`config.mk`:
```
export PLATFORM = sky130hd
export DESIGN_NAME = tilt_complementary_filter_unit_flat
export DESIGN_NICKNAME = d
export VERILOG_FILES = /design/src/hw/rtl/tcf_pkg.sv /design/src/hw/rtl/tcf_in_if.sv /design/src/hw/rtl/tcf_out_if.sv /design/src/hw/rtl/tcf_cordic.sv /design/src/hw/rtl/tilt_complementary_filter_unit.sv /design/src/flat_wrapper.sv
export SDC_FILE = /design/constraint.sdc
export NUM_CORES = 2
export LEC_CHECK = 0
export ABC_CLOCK_PERIOD_IN_PS = 12400
export BUFFER_PORTS_ARGS = -buffer_cell sky130_fd_sc_hd__buf_2
export CAP_MARGIN = 30
export CORE_ASPECT_RATIO = 1.2
export CORE_MARGIN = 1
export CORE_UTILIZATION = 35
export CTS_BUF_LIST = sky130_fd_sc_hd__clkbuf_2
export DETAILED_ROUTE_END_ITERATION = 8
export PLACE_DENSITY = 0.53
export SYNTH_ARGS = -nofsm -noshare
export SYNTH_HDL_FRONTEND = slang
export SYNTH_SLANG_ARGS = --single-unit
```
`constraint.sdc`:
```
create_clock -name clk_i -period 12.4 [get_ports clk_i]
set_input_delay 0.62 -clock clk_i [delete_from_list [all_inputs] [get_ports clk_i]]
set_output_delay 0.62 -clock clk_i [all_outputs]
set_load 0.01 [all_outputs]
```
`src/hw/rtl/tcf_pkg.sv`:
```
// tcf_pkg: widths, register indexes, arctangent table and saturation for the
// tilt complementary filter. No dependencies; tcf_cordic and the top level import it.
`default_nettype none

package tcf_pkg;

  // field and register widths
  localparam int SampleW  = 16;
  localparam int AngleW   = 18;
  localparam int TrimW    = 17;
  localparam int WeightW  = 9;
  localparam int GainW    = 16;
  localparam int CfgIdxW  = 2;
  localparam int CfgDataW = 17;

  // datapath widths
  localparam int CordW    = 34;   // cordic x and y
  localparam int AccW     = 26;   // cordic angle accumulator, q16 degrees
  localparam int AtanIdxW = 5;    // table index; the table holds 23 entries
  localparam int MulAW    = 34;
  localparam int MulBW    = 18;
  localparam int ProdW    = 49;   // gyro rate * time * gain
  localparam int GyroW    = 26;   // propagated angle
  localparam int SumW     = 35;   // blend accumulator

  // angle constants
  localparam int AngleLimit = 92160;      // 360 degrees, q8.8
  localparam int Deg180Q8   = 46080;
  localparam int Deg180Q16  = 11796480;
  localparam int ScaleShift = 14;
  localparam int RoundHalf  = 128;

  // register indexes
  localparam logic [CfgIdxW-1:0] RegAngleTrim   = 2'd0;
  localparam logic [CfgIdxW-1:0] RegBlendWeight = 2'd1;
  localparam logic [CfgIdxW-1:0] RegGyroGain    = 2'd2;

  // register reset values
  localparam logic signed [TrimW-1:0] TrimReset   = '0;
  localparam logic [WeightW-1:0]      WeightReset = 9'd251;
  localparam logic [WeightW-1:0]      WeightFull  = 9'd256;
  localparam logic [GainW-1:0]        GainReset   = 16'd32784;

  // control from the sequencer to the cordic unit
  typedef struct packed {
    logic                load;
    logic                step;
    logic [AtanIdxW-1:0] idx;
  } cordic_ctrl_t;

  // atan(2^-i) in q16 degrees, rounded to nearest
  function automatic logic signed [AccW-1:0] atan_q16(input logic [AtanIdxW-1:0] i);
    logic signed [AccW-1:0] r;
    case (i)
      5'd0:    r = 26'sd2949120;
      5'd1:    r = 26'sd1740967;
      5'd2:    r = 26'sd919879;
      5'd3:    r = 26'sd466945;
      5'd4:    r = 26'sd234379;
      5'd5:    r = 26'sd117305;
      5'd6:    r = 26'sd58666;
      5'd7:    r = 26'sd29335;
      5'd8:    r = 26'sd14668;
      5'd9:    r = 26'sd7334;
      5'd10:   r = 26'sd3667;
      5'd11:   r = 26'sd1833;
      5'd12:   r = 26'sd917;
      5'd13:   r = 26'sd458;
      5'd14:   r = 26'sd229;
      5'd15:   r = 26'sd115;
      5'd16:   r = 26'sd57;
      5'd17:   r = 26'sd29;
      5'd18:   r = 26'sd14;
      5'd19:   r = 26'sd7;
      5'd20:   r = 26'sd4;
      5'd21:   r = 26'sd2;
      5'd22:   r = 26'sd1;
      default: r = 26'sd0;
    endcase
    return r;
  endfunction

  // clamp to plus or minus 360 degrees
  function automatic logic signed [AngleW-1:0] sat_angle(input logic signed [SumW-1:0] v);
    logic signed [AngleW-1:0] r;
    if (v > SumW'(AngleLimit)) begin
      r = AngleW'(AngleLimit);
    end else if (v < SumW'(-AngleLimit)) begin
      r = AngleW'(-AngleLimit);
    end else begin
      r = v[AngleW-1:0];
    end
    return r;
  endfunction

endpackage

`default_nettype wire

```
`src/hw/rtl/tcf_in_if.sv`:
```
// tcf_in_if: request channel carrying one imu sample.
// Standalone; widths match tcf_pkg.
`default_nettype none

interface tcf_in_if;
  logic               valid;
  logic               ready;
  logic signed [15:0] accel_y;
  logic signed [15:0] accel_z;
  logic signed [15:0] gyro_x;
  logic        [15:0] elapsed_ms;

  modport source (output valid, accel_y, accel_z, gyro_x, elapsed_ms, input ready);
  modport sink   (input valid, accel_y, accel_z, gyro_x, elapsed_ms, output ready);
endinterface

`default_nettype wire

```
`src/hw/rtl/tcf_out_if.sv`:
```
// tcf_out_if: result channel carrying one fused tilt angle.
// Standalone; widths match tcf_pkg.
`default_nettype none

interface tcf_out_if;
  logic               valid;
  logic               ready;
  logic signed [17:0] tilt_angle;

  modport source (output valid, tilt_angle, input ready);
  modport sink   (input valid, tilt_angle, output ready);
endinterface

`default_nettype wire

```
`src/hw/rtl/tcf_cordic.sv`:
```
// tcf_cordic: vectoring cordic for atan2(accel_y, accel_z), one micro-rotation
// per step through a shared shift-add unit. Depends on tcf_pkg.
`default_nettype none

module tcf_cordic (
  input  wire                                 clk_i,
  input  tcf_pkg::cordic_ctrl_t               ctrl_i,
  input  wire logic signed [tcf_pkg::SampleW-1:0] accel_y_i,
  input  wire logic signed [tcf_pkg::SampleW-1:0] accel_z_i,
  output logic signed [tcf_pkg::AngleW-1:0]   angle_o
);
  import tcf_pkg::*;

  logic signed [CordW-1:0] x_q, x_d, y_q, y_d;
  logic signed [CordW-1:0] x_load, y_load, x_sh, y_sh;
  logic signed [AccW-1:0]  acc_q, acc_d, acc_load, atan_v, acc_rnd;
  logic                    ay_zero_q, az_neg_q, y_pos;

  // scaled start vector, reflected through the origin for a negative z axis
  always_comb begin
    x_load   = CordW'(accel_z_i) <<< ScaleShift;
    y_load   = CordW'(accel_y_i) <<< ScaleShift;
    acc_load = '0;
    if (accel_z_i < 0) begin
      x_load   = -x_load;
      y_load   = -y_load;
      acc_load = (accel_y_i > 0) ? AccW'(Deg180Q16) : AccW'(-Deg180Q16);
    end
  end

  // one micro-rotation
  always_comb begin
    x_sh   = x_q >>> ctrl_i.idx;
    y_sh   = y_q >>> ctrl_i.idx;
    atan_v = atan_q16(ctrl_i.idx);
    y_pos  = !y_q[CordW-1] && (y_q != '0);
    if (y_pos) begin
      x_d   = x_q + y_sh;
      y_d   = y_q - x_sh;
      acc_d = acc_q + atan_v;
    end else begin
      x_d   = x_q - y_sh;
      y_d   = y_q + x_sh;
      acc_d = acc_q - atan_v;
    end
  end

  // vector and angle registers
  always_ff @(posedge clk_i) begin
    if (ctrl_i.load) begin
      x_q       <= x_load;
      y_q       <= y_load;
      acc_q     <= acc_load;
      ay_zero_q <= (accel_y_i == '0);
      az_neg_q  <= (accel_z_i < 0);
    end else if (ctrl_i.step) begin
      x_q   <= x_d;
      y_q   <= y_d;
      acc_q <= acc_d;
    end
  end

  // q16 to q8.8 with rounding, zero y axis handled apart
  always_comb begin
    acc_rnd = acc_q + AccW'(RoundHalf);
    if (ay_zero_q) begin
      angle_o = az_neg_q ? AngleW'(Deg180Q8) : '0;
    end else begin
      angle_o = signed'(acc_rnd[AccW-1:8]);
    end
  end

endmodule

`default_nettype wire

```
`src/hw/rtl/tilt_complementary_filter_unit.sv`:
```
// tilt_complementary_filter_unit: top level of the imu tilt filter.
// Depends on tcf_pkg, tcf_in_if, tcf_out_if and tcf_cordic.
`default_nettype none

// One request carries accel y/z, gyro x and the elapsed milliseconds; one
// result carries the fused tilt angle in q8.8 degrees plus the trim, clamped
// to plus or minus 360 degrees. After acceptance the cordic unit does one
// micro-rotation per cycle, followed by the gyro and accel multiply states,
// the fuse state and the result state, which loads the result register. The
// single shared multiplier runs the gyro product alongside the first rotations
// and the blend afterwards. The block takes one request at a time; a finished
// result waits in the output register while the next request is accepted and
// worked on, and the sequencer holds in its result state for as long as that
// register is still occupied. Configuration writes are registered and should
// be made only while the block is idle.
module tilt_complementary_filter_unit #(
  parameter int CORDIC_STEPS = 16
) (
  input  wire                                   clk_i,
  input  wire                                   rst_ni,
  tcf_in_if.sink                                in_i,
  tcf_out_if.source                             out_o,
  input  wire                                   cfg_we_i,
  input  wire logic [tcf_pkg::CfgIdxW-1:0]      cfg_idx_i,
  input  wire logic [tcf_pkg::CfgDataW-1:0]     cfg_data_i
);
  import tcf_pkg::*;

  localparam int StepW = $clog2(CORDIC_STEPS);
  localparam logic [StepW-1:0] LastStep = StepW'(CORDIC_STEPS - 1);

  // sequencer codes
  localparam logic [2:0] StIdle   = 3'd0;
  localparam logic [2:0] StCordic = 3'd1;
  localparam logic [2:0] StMulG   = 3'd2;
  localparam logic [2:0] StMulA   = 3'd3;
  localparam logic [2:0] StFuse   = 3'd4;
  localparam logic [2:0] StOut    = 3'd5;

  logic [2:0]                 state_q, state_d;
  logic [StepW-1:0]           cnt_q, cnt_d;
  logic signed [TrimW-1:0]    trim_q;
  logic [WeightW-1:0]         weight_q, weight_c, weight_inv;
  logic [GainW-1:0]           gain_q;
  logic signed [SampleW-1:0]  gx_q;
  logic [SampleW-1:0]         ms_q;
  logic signed [ProdW-1:0]    prod_q;
  logic signed [GyroW-1:0]    gyro_ang_q, gyro_ang_d;
  logic signed [SumW-1:0]     sum_q, blend_rnd;
  logic signed [AngleW-1:0]   fused_q, out_q, acc_ang;
  logic                       out_valid_q, in_acc, out_free;
  logic signed [MulAW-1:0]    mul_a;
  logic signed [MulBW-1:0]    mul_b;
  logic signed [MulAW+MulBW-1:0] mul_p;
  cordic_ctrl_t               cordic_ctrl;

  assign in_i.ready = (state_q == StIdle);
  assign in_acc     = in_i.valid && in_i.ready;
  assign out_free   = !out_valid_q || out_o.ready;

  assign out_o.valid      = out_valid_q;
  assign out_o.tilt_angle = out_q;

  // configuration registers
  always_ff @(posedge clk_i or negedge rst_ni) begin
    if (!rst_ni) begin
      trim_q   <= TrimReset;
      weight_q <= WeightReset;
      gain_q   <= GainReset;
    end else if (cfg_we_i) begin
      case (cfg_idx_i)
        RegAngleTrim:   trim_q   <= signed'(cfg_data_i[TrimW-1:0]);
        RegBlendWeight: weight_q <= cfg_data_i[WeightW-1:0];
        RegGyroGain:    gain_q   <= cfg_data_i[GainW-1:0];
        default: ;
      endcase
    end
  end

  // weight above full scale acts as full scale
  assign weight_c   = (weight_q > WeightFull) ? WeightFull : weight_q;
  assign weight_inv = WeightFull - weight_c;

  // cordic unit
  assign cordic_ctrl.load = in_acc;
  assign cordic_ctrl.step = (state_q == StCordic);
  assign cordic_ctrl.idx  = AtanIdxW'(cnt_q);

  tcf_cordic u_cordic (
    .clk_i     (clk_i),
    .ctrl_i    (cordic_ctrl),
    .accel_y_i (in_i.accel_y),
    .accel_z_i (in_i.accel_z),
    .angle_o   (acc_ang)
  );

  // shared multiplier operand selection
  always_comb begin
    mul_a = '0;
    mul_b = '0;
    case (state_q)
      StCordic: begin
        if (cnt_q == '0) begin
          mul_a = MulAW'(gx_q);
          mul_b = signed'(MulBW'(ms_q));
        end else begin
          mul_a = MulAW'(signed'(prod_q[32:0]));
          mul_b = signed'(MulBW'(gain_q));
        end
      end
      StMulG: begin
        mul_a = MulAW'(gyro_ang_q);
        mul_b = signed'(MulBW'(weight_c));
      end
      StMulA: begin
        mul_a = MulAW'(acc_ang);
        mul_b = signed'(MulBW'(weight_inv));
      end
      default: ;
    endcase
  end

  assign mul_p = mul_a * mul_b;

  // gyro propagated angle and blend rounding
  assign gyro_ang_d = GyroW'(fused_q) + GyroW'(signed'(prod_q[ProdW-1:24]));
  assign blend_rnd  = (sum_q + SumW'(RoundHalf)) >>> 8;

  // datapath registers
  always_ff @(posedge clk_i) begin
    if (in_acc) begin
      gx_q <= in_i.gyro_x;
      ms_q <= in_i.elapsed_ms;
    end
    if (state_q == StCordic) begin
      if (cnt_q == '0 || cnt_q == StepW'(1)) begin
        prod_q <= mul_p[ProdW-1:0];
      end
      if (cnt_q == StepW'(2)) begin
        gyro_ang_q <= gyro_ang_d;
      end
    end
    if (state_q == StMulG) begin
      sum_q <= mul_p[SumW-1:0];
    end
    if (state_q == StMulA) begin
      sum_q <= sum_q + mul_p[SumW-1:0];
    end
    if (state_q == StOut && out_free) begin
      out_q <= sat_angle(SumW'(fused_q) + SumW'(trim_q));
    end
  end

  // stored fused angle
  always_ff @(posedge clk_i or negedge rst_ni) begin
    if (!rst_ni) begin
      fused_q <= '0;
    end else if (state_q == StFuse) begin
      fused_q <= sat_angle(blend_rnd);
    end
  end

  // sequencer
  always_comb begin
    state_d = state_q;
    cnt_d   = cnt_q;
    case (state_q)
      StIdle: begin
        if (in_acc) begin
          state_d = StCordic;
          cnt_d   = '0;
        end
      end
      StCordic: begin
        cnt_d = cnt_q + StepW'(1);
        if (cnt_q == LastStep) begin
          state_d = StMulG;
        end
      end
      StMulG: state_d = StMulA;
      StMulA: state_d = StFuse;
      StFuse: state_d = StOut;
      StOut: begin
        if (out_free) begin
          state_d = StIdle;
        end
      end
      default: state_d = StIdle;
    endcase
  end

  always_ff @(posedge clk_i or negedge rst_ni) begin
    if (!rst_ni) begin
      state_q     <= StIdle;
      cnt_q       <= '0;
      out_valid_q <= 1'b0;
    end else begin
      state_q <= state_d;
      cnt_q   <= cnt_d;
      if (state_q == StOut && out_free) begin
        out_valid_q <= 1'b1;
      end else if (out_o.ready) begin
        out_valid_q <= 1'b0;
      end
    end
  end

  // an accepted request starts the rotations and blocks further requests
  a_accept_starts: assert property (@(posedge clk_i) disable iff (!rst_ni)
    in_acc |=> (state_q == StCordic) && (cnt_q == '0) && !in_i.ready)
    else $error("accepted request did not start the cordic sequence");

  // the result register never holds an angle beyond 360 degrees
  a_out_range: assert property (@(posedge clk_i) disable iff (!rst_ni)
    out_valid_q |-> (out_q <= AngleW'(AngleLimit)) && (out_q >= AngleW'(-AngleLimit)))
    else $error("result angle out of range");

  // the fused state stays within 360 degrees after every update
  a_fused_range: assert property (@(posedge clk_i) disable iff (!rst_ni)
    (state_q == StFuse) |=> (fused_q <= AngleW'(AngleLimit))
                          && (fused_q >= AngleW'(-AngleLimit)))
    else $error("fused angle out of range");

  // leaving the result state always loads a valid result
  a_out_load: assert property (@(posedge clk_i) disable iff (!rst_ni)
    (state_q == StOut) && out_free |=> out_valid_q && (state_q == StIdle))
    else $error("result not loaded on completion");

endmodule

`default_nettype wire
```
`src/flat_wrapper.sv`:
```
// flat-port wrapper written by rule: the top's interface ports become plain ports
module tilt_complementary_filter_unit_flat import tcf_pkg::*;
#(
  parameter int CORDIC_STEPS = 16
)
  (clk_i, rst_ni, cfg_we_i, cfg_idx_i, cfg_data_i, in_i_valid, in_i_accel_y, in_i_accel_z, in_i_gyro_x, in_i_elapsed_ms, in_i_ready, out_o_valid, out_o_tilt_angle, out_o_ready);
  tcf_in_if in_i_i ();
  tcf_out_if out_o_i ();
  input  wire clk_i;
  input  wire rst_ni;
  input  wire cfg_we_i;
  input  wire logic [tcf_pkg::CfgIdxW-1:0] cfg_idx_i;
  input  wire logic [tcf_pkg::CfgDataW-1:0] cfg_data_i;
  input wire logic [$bits(in_i_i.valid)-1:0] in_i_valid;
  input wire logic [$bits(in_i_i.accel_y)-1:0] in_i_accel_y;
  input wire logic [$bits(in_i_i.accel_z)-1:0] in_i_accel_z;
  input wire logic [$bits(in_i_i.gyro_x)-1:0] in_i_gyro_x;
  input wire logic [$bits(in_i_i.elapsed_ms)-1:0] in_i_elapsed_ms;
  output wire logic [$bits(in_i_i.ready)-1:0] in_i_ready;
  output wire logic [$bits(out_o_i.valid)-1:0] out_o_valid;
  output wire logic [$bits(out_o_i.tilt_angle)-1:0] out_o_tilt_angle;
  input wire logic [$bits(out_o_i.ready)-1:0] out_o_ready;
  assign in_i_i.valid = in_i_valid;
  assign in_i_i.accel_y = in_i_accel_y;
  assign in_i_i.accel_z = in_i_accel_z;
  assign in_i_i.gyro_x = in_i_gyro_x;
  assign in_i_i.elapsed_ms = in_i_elapsed_ms;
  assign in_i_ready = in_i_i.ready;
  assign out_o_valid = out_o_i.valid;
  assign out_o_tilt_angle = out_o_i.tilt_angle;
  assign out_o_i.ready = out_o_ready;
  tilt_complementary_filter_unit #(.CORDIC_STEPS(CORDIC_STEPS)) u_core (.clk_i(clk_i), .rst_ni(rst_ni), .in_i(in_i_i), .out_o(out_o_i), .cfg_we_i(cfg_we_i), .cfg_idx_i(cfg_idx_i), .cfg_data_i(cfg_data_i));
endmodule
```
== Yosys cells after proc, flatten, opt, wreduce, memory -nomap -nowiden ==
Memory sizes are Yosys's and may differ from the RTL's.
Index checks and enable logic that the tools add are counted.

* Equality and inequality tests: 13
* $mul: 1
* Reduce and logical (&&, ||, !) cells: 24
* Magnitude comparators: 7
* $add $sub $neg: 15
* Multiplexer cells: 33
* Shifts and indexed selects: 2

{| class="wikitable"
|+ Operators by type and width
! operator !! count
|-
| 2-to-1 mux 34 bit || 9
|-
| 2-to-1 mux 26 bit || 5
|-
| case mux 34 bit (3 select lines) || 1
|-
| 2-to-1 mux 18 bit || 4
|-
| 2-to-1 mux 35 bit || 2
|-
| adder 34 bit || 2
|-
| negator 30 -> 34 bit || 2
|-
| >>> shifter 34 x 4 -> 34 bit || 2
|-
| subtractor 34 bit || 2
|-
| multiplier 34 x 17 -> 49 bit || 1
|-
| case mux 16 bit (3 select lines) || 1
|-
| adder 35 bit || 1
|-
| adder 35 x 9 -> 35 bit (second input constant) || 1
|-
| greater-than comparator 35 x 18 -> 1 bit (second input constant) || 1
|-
| less-than comparator 35 x 18 -> 1 bit (second input constant) || 1
|-
| nonzero test 34 bit || 1
|-
| 2-to-1 mux 16 bit || 2
|-
| greater-than comparator 27 x 18 -> 1 bit (second input constant) || 1
|-
| less-than comparator 27 x 18 -> 1 bit (second input constant) || 1
|-
| adder 18 x 25 -> 26 bit || 1
|-
| adder 26 bit || 1
|-
| adder 26 x 9 -> 26 bit (second input constant) || 1
|-
| subtractor 26 bit || 1
|-
| adder 18 x 17 -> 19 bit || 1
|-
| other kinds (32) || 50
|}

* Memories kept: 1
* Memory bits (read-only): 704
* Output and inout bits: 20
* Register bits after elaboration: 324
* Input bits: 88

{| class="wikitable"
|+ Memories
! memory !! words !! bits a word !! read ports !! clocked after memory_dff !! write ports !! line !! text
|-
| (name not given) || 32 || 22 || 1 || 0 || 0 || tcf_pkg.sv:54 || <nowiki>case (i)</nowiki>
|}

== Depth between registers and ports, before layout ==
* Depth after elaboration: 7
* Depth in mapped cells: 45

== By module ==
A second synthesis with hierarchy kept.

* Cells, all modules: 5,291
* Area total of the unflattened synthesis: 47,976.0 sq um

{| class="wikitable"
|+ Modules (own cells, without submodules)
! module !! cells an instance !! sequential area each (sq um) !! instances !! area an instance (sq um)
|-
| tilt_complementary_filter_unit || 3,359 || 6,517.5 || 1 || 31,732.9
|-
| tcf_cordic || 1,932 || 2,882.8 || 1 || 16,243.1
|}

== Least setup slack after synthesis ==
Ideal clock, no wire load.

* Kind: register to register
* From: register u_core.cnt_q[1]
* To: register u_core.sum_q[33] (data pin)
* Buffers on the path: 7
* Stages on the path, launching flop included: 42
* Required time: 12.265 ns
* Arrival: 10.828 ns
* Slack: 1.437 ns
* Library setup time: 0.135 ns
* Cells stage by stage: dfrtp_1 buf_2 inv_1 buf_1 buf_2 buf_1 ha_1 and2_1 clkbuf_1 clkbuf_1 mux2i_1 o32ai_1 clkbuf_1 nand2_1 fa_1 fa_1 fa_1 fa_1 [... 6 more ...] a21o_1 a31o_2 nand3_1 o21ai_1 a21o_1 a21o_1 a311oi_1 xnor2_1 ha_1 and2_1 nor2b_1 nand3_1 a211oi_1 a2111oi_0 o41ai_1 a21oi_1 or4b_2 nand3_1

* Word-level cells in the longest chain between the ends: 6
* Elaborated cells on any way between the ends: 9

{| class="wikitable"
|+ RTL lines
! what !! line !! text
|-
| from (decl) || tilt_complementary_filter_unit.sv:41 || <nowiki>logic [StepW-1:0] cnt_q, cnt_d;</nowiki>
|-
| from (signal assigned) || tilt_complementary_filter_unit.sv:199 || <nowiki>cnt_q <= cnt_d;</nowiki>
|-
| zero test 4 bit * || tilt_complementary_filter_unit.sv:103 || <nowiki>if (cnt_q == '0) begin</nowiki>
|-
| 2-to-1 mux 34 bit or 2-to-1 mux 16 bit (tied branches) || tilt_complementary_filter_unit.sv:103 ||
|-
| case mux 34 bit (3 select lines) or case mux 16 bit (3 select lines) (tied branches) || tilt_complementary_filter_unit.sv:101 || <nowiki>case (state_q)</nowiki>
|-
| multiplier 34 x 17 -> 49 bit * || tilt_complementary_filter_unit.sv:123 || <nowiki>assign mul_p = mul_a * mul_b;</nowiki>
|-
| net u_core.mul_p[23] || tilt_complementary_filter_unit.sv:54 || <nowiki>logic signed [MulAW+MulBW-1:0] mul_p;</nowiki>
|-
| adder 35 bit * || tilt_complementary_filter_unit.sv:147 || <nowiki>sum_q <= sum_q + mul_p[SumW-1:0];</nowiki>
|-
| 2-to-1 mux 35 bit * || tilt_complementary_filter_unit.sv:146 || <nowiki>if (state_q == StMulA) begin</nowiki>
|-
| to (signal assigned) || tilt_complementary_filter_unit.sv:144 || <nowiki>sum_q <= mul_p[SumW-1:0];</nowiki>
|-
| to (signal assigned) || tilt_complementary_filter_unit.sv:147 ||
|-
| to (decl) || tilt_complementary_filter_unit.sv:49 || <nowiki>logic signed [SumW-1:0] sum_q, blend_rnd;</nowiki>
|}

The timed path passes the listed nets; every way through them passes the cells marked *. The select of a mux whose other input is x is not followed.
A chain may end at the register's enable or synchronous reset.

== Worst setup path in the final report ==
Same ends and word-level chain as after synthesis.

==> run metrics <==
final hold violation count=0; Crit. End Element=flip-flop; buffer cell driving the clock tree root=sky130_fd_sc_hd__clkbuf_2; required time of the worst setup path=13720 ps; area of the die=134000 um2; DRC violation total after the first TritonRoute iteration=2972; via count of the routed design=38800; height of the die=401 um; placed inst area=49200 um2; count of endpoints failing setup in the final report=0; synth-to-layout area growth=11.8%; launch point of the worst path=u_core.cnt_q[1]; Setup TNS=0 ps; Worst Max-Slew Pin Slew=1060 ps; DPL Wire Length=129 mm; clock buffer count from CTS=98; number of setup buffers added after CTS=0; number of antenna violations at the first check in global routing=2; fraction of layout instances using a drive strength above 1=0.106; fin crit period=11440 ps; end-of-flow core utilization=0.394; detailed-router iteration count before antenna repair=6; main flop type after synthesis=sky130_fd_sc_hd__edfxtp_1; Syn Std Cell Area=46400 um2; first-pass GRT wire length=245 mm; Relative slew margins=0.290; Core Area=132000 um2; Port Buffer Count=107; final worst path period share=0.922; Total Routed Length=161 mm; top-level port count=108; commonest cells after routing, fill and taps aside=sky130_fd_sc_hd__inv_1 (687), sky130_fd_sc_hd__nand2_1 (611), sky130_fd_sc_hd__fa_1 (504); sinks on the clock net=324; number of resized instances in the post-cts repair step=0; peak fanout along the critical path=22; end of the worst register-to-register path=u_core.sum_q[33]; highest clock frequency the design can meet=87.4 MHz; H-tree depth=3; Post-Synthesis Cells=5139; setup skew after layout=168 ps; Nets=6304; outcome=completed; TritonCTS clock tree=done; post-route antenna net violation count=0; maximum number of buffers from clock root to sink=3; worst reg2reg path startpoint=u_core.cnt_q[1]; type of element launching the critical path=flip-flop; Synth Area per Inst=9.04 um2; Yosys warnings=0; largest net degree at the start of global routing=78; max capacitance violation total=0; commonest non-fill, non-tap cell in the layout=sky130_fd_sc_hd__inv_1; Clock Pin Slew Worst Setup and Hold Paths=140 ps; type of the most critical hold path=in -> async; mean number of vias per cell=5.34; Register-to-Register Path Depth=37; unrepaired setup endpoints after global routing=no; cts-stage hold buffer count=176; number of nets in the synthesized netlist=6033; die extent in x=335 um; standard cell with the maximum stage delay on the critical path=sky130_fd_sc_hd__o32a_1; GP Congestion=0.976; share of the yosys chip area belonging to registers=0.202; Final Max Slew Viols=0; final std cell area, no fill=51900 um2; clock insertion delay at the later pin of the skew report=1450 ps; count of state elements after synthesis=324; drt wl/cell=22.1 um; total congestion overflow=0; Netlist cell types=90; GR Util All Layers=0.242; DRC errors left=0; arrival time at the worst endpoint=12760 ps; worst reg2reg setup slack=960 ps; row cnt=146; largest stage delay on the critical path=680 ps; number of global-route vias before repair=40300; number of synthesized flops with an enable pin=256; Worst setup endpoint=u_core.sum_q[33]; share of flip-flops with an asynchronous set or reset after synthesis=0.210; critical path type=reg -> reg; Critical Path Most Common Cell=sky130_fd_sc_hd__fa_1; Initial Utilization=0.352
cells in the mapped netlist (29+ instances only):
master | instances | area, um2
sky130_fd_sc_hd__mux2_2 | 93 | 1050
sky130_fd_sc_hd__a21oi_1 | 257 | 1290
sky130_fd_sc_hd__ha_1 | 302 | 3780
sky130_fd_sc_hd__and2_1 | 43 | 269
sky130_fd_sc_hd__nor2_1 | 467 | 1750
sky130_fd_sc_hd__nand3_1 | 77 | 385
sky130_fd_sc_hd__mux4_2 | 66 | 1490
sky130_fd_sc_hd__o31ai_1 | 31 | 233
sky130_fd_sc_hd__or3_1 | 29 | 181
sky130_fd_sc_hd__a21o_1 | 93 | 698
sky130_fd_sc_hd__edfxtp_1 | 256 | 7690
sky130_fd_sc_hd__o21ai_0 | 226 | 1130
sky130_fd_sc_hd__o21bai_1 | 39 | 293
sky130_fd_sc_hd__clkbuf_1 | 157 | 589
sky130_fd_sc_hd__dfrtp_1 | 59 | 1480
sky130_fd_sc_hd__fa_1 | 504 | 10100
sky130_fd_sc_hd__xnor2_1 | 216 | 1890
sky130_fd_sc_hd__inv_1 | 689 | 2590
sky130_fd_sc_hd__nor3_1 | 80 | 400
sky130_fd_sc_hd__a211oi_1 | 40 | 300
sky130_fd_sc_hd__mux2i_1 | 83 | 831
sky130_fd_sc_hd__xor2_1 | 116 | 1020
sky130_fd_sc_hd__and3_1 | 38 | 238
sky130_fd_sc_hd__o21a_1 | 48 | 360
sky130_fd_sc_hd__nor2b_1 | 36 | 225
sky130_fd_sc_hd__nand2_1 | 614 | 2300
sky130_fd_sc_hd__a31oi_1 | 46 | 288
sky130_fd_sc_hd__nand2b_1 | 53 | 332
how the worst min path moves through the flow:
| stage | start | to | slack (ps) |
|---|---|---|---|
| CTS | in_i_accel_z[13] | u_core.u_cordic.x_q[27] | 10 |
| global route | in_i_accel_z[12] | u_core.u_cordic.x_q[26] | 130 |
| global placement | u_core.trim_q[5] | u_core.trim_q[5] | 500 |
| floorplan | rst_ni | u_core.cnt_q[0] | 320 |
| finish | rst_ni | u_core.cnt_q[0] | 220 |
| detailed placement | rst_ni | u_core.cnt_q[1] | 470 |
cells by family (layout without fill, tap and decap cells):
logic type / count (synthesis) / in the layout / synth area share
AO/OA/AOI/OAI: 985 / 985 / 0.137
XOR/XNOR: 332 / 332 / 0.0626
adder cells (fa/ha/maj): 806 / 806 / 0.299
buffers and inverters: 900 / 1249 / 0.0747
flip-flops: 324 / 324 / 0.202
multiplexers: 250 / 250 / 0.0767
other: 0 / 5 / 0
AND/OR/NAND/NOR: 1542 / 1542 / 0.148
registers in the layout, indices dropped and copies added (netlist names):
signal                     cells
u_core.ms_q                   16
u_core.u_cordic.y_q           34
u_core.out_o.valid             1
u_core.u_cordic.ay_zero_q      1
u_core.gx_q                   16
u_core.cnt_q                   4
u_core.fused_q                18
u_core.sum_q                  35
u_core.gyro_ang_q             26
u_core.out_o.tilt_angle       18
u_core.u_cordic.az_neg_q       1
u_core.weight_q                9
u_core.state_q                 3
u_core.u_cordic.x_q           34
u_core.gain_q                 16
u_core.u_cordic.acc_q         26
u_core.trim_q                 17
u_core.prod_q                 49
metrics by stage:
step           worst slack [ps]  hold WS [ps]  std cells
4_1_cts                    1000          12.5       7264
2_1_floorplan              1440           324       5139
3_3_place_gp               1290           496       6909
6_report                    961           224       7269
3_5_place_dp               1050           468       6910
5_1_grt                     435           130       7269
critical path: cells and delay by family, from the launching register on:
family	cells	cell delay, ps
compound gates	12	3080
xor+xnor	1	440
flops	1	630
mux	1	380
simple gates	8	2190
fa+ha+maj	9	3860
buf+inv	6	710
layout make-up:
type	count	area, um2
clock buffer	122	611
timing repair buffer	377	3030
clock inverter	56	343
multi-input combinational	3915	33700
fill	13500	80000
inverter	694	2610
sequential	324	9410
tap	1776	2220
antenna	5	12.5
metal layers:
| layer | global-route usage | part of all wire | wire length, um | vias to the layer above |
|---|---|---|---|---|
| li1 | - | - | - | 18000 |
| met1 | 0.278 | 0.39 | 61800 | 19300 |
| met2 | 0.429 | 0.51 | 81700 | 1163 |
| met3 | 0.0298 | 0.041 | 6620 | 382 |
| met4 | 0.141 | 0.064 | 10300 | 0 |
| met5 | 0 | 0 | 0 | - |
Power is not shown: default switching activity piles up to over one toggle a cycle in this logic, so the estimate is an artifact.
